==> src/dti_pkg.sv <==
// ----------------------------------------------------------------------------
// dti_pkg
// Word types and fixed widths shared by the delta-T interpolation table.
// ----------------------------------------------------------------------------
package dti_pkg;

  localparam int KEY_W  = 40;
  localparam int SEC_W  = 32;
  localparam int FRAC_W = 16;
  localparam int CNT_W  = 9;
  localparam int QUO_W  = FRAC_W + 1;
  localparam int DIF_W  = KEY_W + 1;

  localparam logic OP_WRITE = 1'b0;
  localparam logic OP_QUERY = 1'b1;

  typedef struct packed {
    logic                     operation;
    logic [7:0]               entry_index;
    logic signed [KEY_W-1:0]  day_key;
    logic signed [SEC_W-1:0]  entry_seconds;
  } dti_in_t;

  typedef struct packed {
    logic signed [SEC_W-1:0]  delta_seconds;
    logic                     status;
  } dti_out_t;

  typedef struct packed {
    logic             start;
    logic [DIF_W-1:0] num;
    logic [DIF_W-1:0] den;
  } dti_div_req_t;

  typedef struct packed {
    logic             done;
    logic [QUO_W-1:0] quo;
  } dti_div_rsp_t;

endpackage

==> src/dti_divider.sv <==
// ----------------------------------------------------------------------------
// dti_divider
// Restoring divider, one quotient bit a cycle: floor(num * 2^16 / den),
// with num <= den so the quotient fits 17 bits.
// ----------------------------------------------------------------------------
module dti_divider
  import dti_pkg::*;
(
  input  logic         clk,
  input  logic         rst_n,
  input  dti_div_req_t req,
  output dti_div_rsp_t rsp
);

  logic             busy_r, busy_nxt;
  logic             done_r, done_nxt;
  logic [4:0]       cnt_r, cnt_nxt;
  logic [DIF_W:0]   rem_r, rem_nxt;
  logic [DIF_W-1:0] den_r, den_nxt;
  logic [QUO_W-1:0] quo_r, quo_nxt;
  logic             ge;
  logic [DIF_W:0]   sub;

  always_comb begin
    ge  = rem_r >= {1'b0, den_r};
    sub = ge ? (rem_r - {1'b0, den_r}) : rem_r;
    busy_nxt = busy_r;
    done_nxt = 1'b0;
    cnt_nxt  = cnt_r;
    rem_nxt  = rem_r;
    den_nxt  = den_r;
    quo_nxt  = quo_r;
    if (req.start) begin
      busy_nxt = 1'b1;
      cnt_nxt  = 5'(QUO_W - 1);
      rem_nxt  = {1'b0, req.num};
      den_nxt  = req.den;
    end else if (busy_r) begin
      quo_nxt = {quo_r[QUO_W-2:0], ge};
      rem_nxt = {sub[DIF_W-1:0], 1'b0};
      cnt_nxt = cnt_r - 5'd1;
      if (cnt_r == 5'd0) begin
        busy_nxt = 1'b0;
        done_nxt = 1'b1;
      end
    end
  end

  always_ff @(posedge clk) begin
    if (!rst_n) begin
      busy_r <= 1'b0;
      done_r <= 1'b0;
    end else begin
      busy_r <= busy_nxt;
      done_r <= done_nxt;
    end
    cnt_r <= cnt_nxt;
    rem_r <= rem_nxt;
    den_r <= den_nxt;
    quo_r <= quo_nxt;
  end

  assign rsp.done = done_r;
  assign rsp.quo  = quo_r;

`ifndef SYNTHESIS
  a_done_after_busy: assert property (@(posedge clk) disable iff (!rst_n)
    done_r |-> $past(busy_r))
    else $error("divider done without a running division");
  a_no_start_busy: assert property (@(posedge clk) disable iff (!rst_n)
    busy_r |-> !done_r)
    else $error("divider busy and done together");
  a_quo_range: assert property (@(posedge clk) disable iff (!rst_n)
    done_r && quo_r[QUO_W-1] |-> quo_r[QUO_W-2:0] == '0)
    else $error("divider quotient above one");
`endif

endmodule

==> config.mk <==
export PLATFORM = sky130hd
export DESIGN_NAME = dti_divider
export DESIGN_NICKNAME = d
export VERILOG_FILES = /design/src/dti_pkg.sv /design/src/dti_divider.sv
export SDC_FILE = /design/constraint.sdc
export NUM_CORES = 1
export LEC_CHECK = 0
export BUFFER_PORTS_ARGS = -buffer_cell sky130_fd_sc_hd__buf_2
export CORE_MARGIN = 1
export CORE_UTILIZATION = 50
export CTS_BUF_LIST = sky130_fd_sc_hd__clkbuf_8
export CTS_CLUSTER_SIZE = 24
export DETAILED_ROUTE_END_ITERATION = 12
export PLACE_DENSITY = 0.72
export SLEW_MARGIN = 25
export SYNTH_ARGS = -nofsm -noshare
export SYNTH_HDL_FRONTEND = slang
export SYNTH_SLANG_ARGS = --single-unit
==> constraint.sdc <==
create_clock -name clk -period 7.1 [get_ports clk]
set_input_delay 2.13 -clock clk [delete_from_list [all_inputs] [get_ports clk]]
set_output_delay 2.13 -clock clk [all_outputs]
set_load 0.02 [all_outputs]
== Word-level counts from Yosys, hierarchy flattened ==
Cells that the tools add are included.
Storage, ports and cells
  register bits after elaboration: 107
  bits in latches: 0
  memory bits (writable): 0
  ROM bits: 0
  input bits: 85
  output and inout bits: 18
  memories kept: 0
Cells by class
  add/subtract/negate cells: 2
  multiply operators: 0
  divide/modulo/power cells: 0
  order comparisons: 1
  eq/ne operators: 0
  shift operators: 0
  muxes and demuxes: 7
  bitwise gates (word level): 3
  reduce and logical (&&, ||, !) cells: 4
Operators with widths (count)
  two-way mux 41 bit: 3
  greater-or-equal comparator 42 x 41 -> 1 bit: 1
  subtractor 41 bit: 1
  logical NOT 5 bit: 1
  subtractor 5 x 1 -> 5 bit, second input constant: 1
  two-way mux 1 bit: 4
  inverter 1 bit: 3
  OR reduction 3 bit: 1
  AND reduction 2 bit: 1
  nonzero test 2 bit: 1

== Logic depth before layout (Yosys ltp) ==
  depth after elaboration: 4
  depth in mapped cells: 17
  gate-level depth less buffers: 15

== Worst setup path after synthesis ==
OpenSTA, ideal clock, no wires.
  path type: input port to flip-flop
  from: in req[82] in the netlist's numbering
  to: reg rem_r[0] (enable)
  arrival time: 3260 ps
  required time: 6720 ps
  setup slack: 3460 ps
  cell stages on the path: 3
  buffers on the path: 2
  cells stage by stage: clkbuf_1 -> clkbuf_1 -> or2_2
Between the ends
  longest elaborated chain between the ends: 1
RTL lines
  from (decl): line dti_divider.sv:11  | input dti_div_req_t req,
  nonzero test 2 bit (no line)
  to (signal assigned): line dti_divider.sv:58  | rem_r <= rem_nxt;
  to (decl): line dti_divider.sv:18  | logic [DIF_W:0] rem_r, rem_nxt;
Every way passes these cells.
A chain may end at the register's enable or synchronous reset.

== Worst setup path in the final report ==
  from: reg rem_r[0]
  to: reg rem_r[16] (data pin)
Between the ends
  longest elaborated chain between the ends: 4
  elaborated cells on any way between the ends: 5
RTL lines
  subtractor 41 bit / greater-or-equal comparator 42 x 41 -> 1 bit (equally long branches): line dti_divider.sv:26, dti_divider.sv:25
  two-way mux 41 bit (*): line dti_divider.sv:26  | sub = ge ? (rem_r - {1'b0, den_r}) : rem_r;
  two-way mux 41 bit (*): line dti_divider.sv:38  | end else if (busy_r) begin
  two-way mux 41 bit (*): line dti_divider.sv:33  | if (req.start) begin
  named net rem_nxt[16]: line dti_divider.sv:18
Mark *: on every way through the listed nets, which the timed path passes. The rest lies on a longest branch. The select of a mux whose other input is x is not followed.

==> results.py <==
metrics = {
    "timing": {
        "finalSetupTns_ns": 0,
        "finalCritPeriodShare_pct": 57.63,
        "timing.slew.headroom_pct": 38.45,
        "worst_pin_slew_ns": 0.9233,
        "fin_worst_skew_ns": 0.01883,
        "worst_slack_ns": 3.008,
        "rsz0062_at_grt": "false",
        "min_period_ns": 4.092,
        "final-hold-violation-count": 0,
        "final_max_slew_viol_count": 0,
        "max_freq_ghz": 0.2444,
        "setup_viol": 0,
        "hold_ws_ns": 0.4573,
    },
    "clock_network": {
        "clockBufferDepth": 2,
        "clock_sinks": 107,
        "cts_resized": 0,
        "clk_pin_slew_worst_paths_ns": 0.11,
        "clock_latency_ns": 0.40,
        "tritoncts": "done",
        "htreeDepth": 3,
        "cts_setup_buffers": 0,
        "cts_made_buffers": 9,
        "root_buffer": "clkbuf_8",
        "cts_hold_buf": 0,
    },
    "yosys": {
        "seq_area_frac_synth_pct": 47.01,
        "synth.net_count": 772,
        "synth_cells": 644,
        "netlist_top_cells_area": "edfxtp_1 (45%), ha_1 (7.9%), a21oi_1 (5.5%), mux2_2 (5.2%), xnor2_1 (3.5%)",
        "synth_area_per_cell_um2": 10.35,
        "yosysUniqueCellTypes": 61,
        "synth_top_cell_area_share_pct": 44.61,
        "yosysWarnings": 0,
        "synthFlopType": "edfxtp_1",
        "synth_area_um2": 6664,
        "synth-async-reset-ratio_pct": 0,
        "synth_top_cell_by_area": "edfxtp_1",
        "synth_seq_cells": 107,
        "synth_edf_count": 99,
    },
    "grt": {
        "met2_usage_pct": 34.21,
        "gr-total-overflow": 0,
        "grt_max_degree": 78,
        "grt_antenna_before_repair": 1,
        "grtUsageMet1_pct": 27.62,
        "first_global_vias": 4926,
        "busiest_layer": "met2",
        "grtUsageMet3_pct": 4.086,
        "grt_pass1_wl_um": 23280,
        "grt.total_usage_pct": 21.17,
    },
    "drt": {
        "final_antenna_net_count": 0,
        "first_pass_iters": 7,
        "drt_iter0_drc": 310,
        "wire_per_inst_um": 15.42,
        "vias": 5052,
        "drc": 0,
        "viasPerCell": 5.521,
        "drt_wl_total_um": 14110,
    },
    "final_layout": {
        "drive_gt1_share_pct": 21.94,
        "diodes": 0,
        "syn_to_final_growth_pct": 12.11,
        "final_nets": 866,
        "fin_util_pct": 58.25,
    },
    "critical_path": {
        "cp_data_required_time_ns": 7.25,
        "cp_common_cell": "inv_1",
        "endpoint_kind": "flop",
        "slowest_stage": "o211a_1",
        "path_buf_inv": 3,
        "cp-start-kind": "flop",
        "crit_family": "compound AO/OA/AOI/OAI gates",
        "cp.arrival_ns": 4.24,
        "critical_path.max_fanout": 62,
        "critical_path.cell_chain": "inv_1, ha_1, inv_1, fa_1, a211oi_1, o21ai_1, nand4_4, nand3b_4, o22ai_2, o31a_4, o211a_1, inv_8, mux2_1, mux2_2",
        "worstSetupPathType": "reg -> reg",
        "crit_path_max_incr_delay_ns": 0.69,
    },
    "floorplanning": {
        "die_area_um2": 13790,
        "core_area_um2": 12820,
        "start_util_pct": 51.96,
        "die_x_um": 117.4,
        "row_count": 41,
        "ios": 103,
        "die_y_um": 117.4,
    },
    "power": {
        "max-vdd-ir-drop_v": 0.0001698,
        "powerDensity_nw_per_um2": 351.0,
        "leakage_nw": 3.177,
    },
    "job": {
        "maxCapViolCount": 0,
    },
    "placed_design": {
        "gp_congestion": 0.8897,
        "place_ws_ns": 3.084,
        "portBuffers": 102,
        "hpwlAfterDp_um": 10510,
    },
    "run_status": {
        "status": "completed",
    },
    "min_path": {
        "hp-class": "reg -> reg",
    },
}
sequential cells by signal, summed over array words and instances, names as in the netlist:
signal	count
rem_r	42
quo_r	17
busy_r	1
done_r	1
den_r	41
cnt_r	5
cell usage in the layout, fill, tap and decap left out, types with 10 or more instances in the layout:
master	n
clkbuf_8	10
buf_2	101
nor2_1	48
mux2_2	31
xnor2_1	27
nor3_1	11
o21ai_0	20
a21oi_1	73
inv_1	59
o21ai_1	19
edfxtp_1	99
xor2_1	11
a21o_1	18
ha_1	42
nand2_1	42
layout make-up:
cell class	count	area (um^2)
multi-input combinational	456	3174
clock inverter	6	50.05
clock buffer	10	137.6
timing repair buffer	104	528.0
fill	1117	5354
inverter	60	232.7
sequential	107	3133
tap	172	215.2
worst register-to-register path, stage by stage, from the launching register on:
cell	delay, ns
edfxtp_1	0.41
inv_1	0.07
ha_1	0.16
inv_1	0.05
fa_1	0.41
a211oi_1	0.32
o21ai_1	0.19
nand4_4	0.13
nand3b_4	0.10
o22ai_2	0.19
o31a_4	0.17
o211a_1	0.69
inv_8	0.28
mux2_1	0.41
mux2_2	0.25
metal layers:
metal / share of wire, % / wire [um]
met1: 46 / 6517
met2: 47 / 6616
met3: 4.6 / 649
met4: 2.2 / 306
met5: 0.12 / 17
final timing paths:
| path | start | end | slack (ns) | cells after the start |
|---|---|---|---|---|
| setup reg to reg | rem_r[0]$_SDFFCE_PN0P_ | rem_r[16]$_DFFE_PP_ | 3.01 | 14 |
| setup / recovery | rem_r[0]$_SDFFCE_PN0P_ | rem_r[16]$_DFFE_PP_ | 3.01 | 14 |
| hold reg to reg | quo_r[11]$_DFFE_PP_ | quo_r[12]$_DFFE_PP_ | 0.46 | 0 |
| hold / removal | quo_r[11]$_DFFE_PP_ | quo_r[12]$_DFFE_PP_ | 0.46 | 0 |
where the power goes:
part           leakage (nW)  internal, mW  switching, mW  total, mW
Sequential             1.04         0.843         0.0648      0.908
Combinational          2.05         0.577          0.776       1.35
Clock                0.0944         0.141          0.220      0.361
cells in the mapped netlist, types with 7 or more instances:
cell type	instances
clkbuf_1	11
ha_1	42
a211oi_1	8
mux2_2	31
nor2b_1	7
a21oi_1	73
nor3_1	11
xnor2_1	27
o21a_1	7
dfxtp_1	8
o21ai_1	19
nand3_1	9
nand2_1	42
o21ai_0	20
a31oi_1	9
a21o_1	18
inv_1	59
xor2_1	11
nor2_1	48
edfxtp_1	99
o21bai_1	8
logic make-up (layout without fill, tap and decap cells):
group / Yosys count / after routing / share of synthesized area, %
adders and majority gates: 43 / 43 / 8.186
xor gates and xnor gates: 38 / 38 / 4.994
buffers and inverters: 81 / 180 / 5.389
muxes: 34 / 34 / 5.708
AOI/OAI and AO/OA: 184 / 184 / 17.01
and+or+nand+nor: 157 / 157 / 11.70
DFF: 107 / 107 / 47.01
through the flow:
stage	total power [mW]	area, um^2	instances
floorplan	2.003	6664	644
global placement	2.227	7281	899
detailed placement	2.256	7281	899
CTS	2.623	7468	915
global route	2.818	7471	915
finish	2.622	7471	915
No activity file was read; power rests on OpenSTA's default activity.
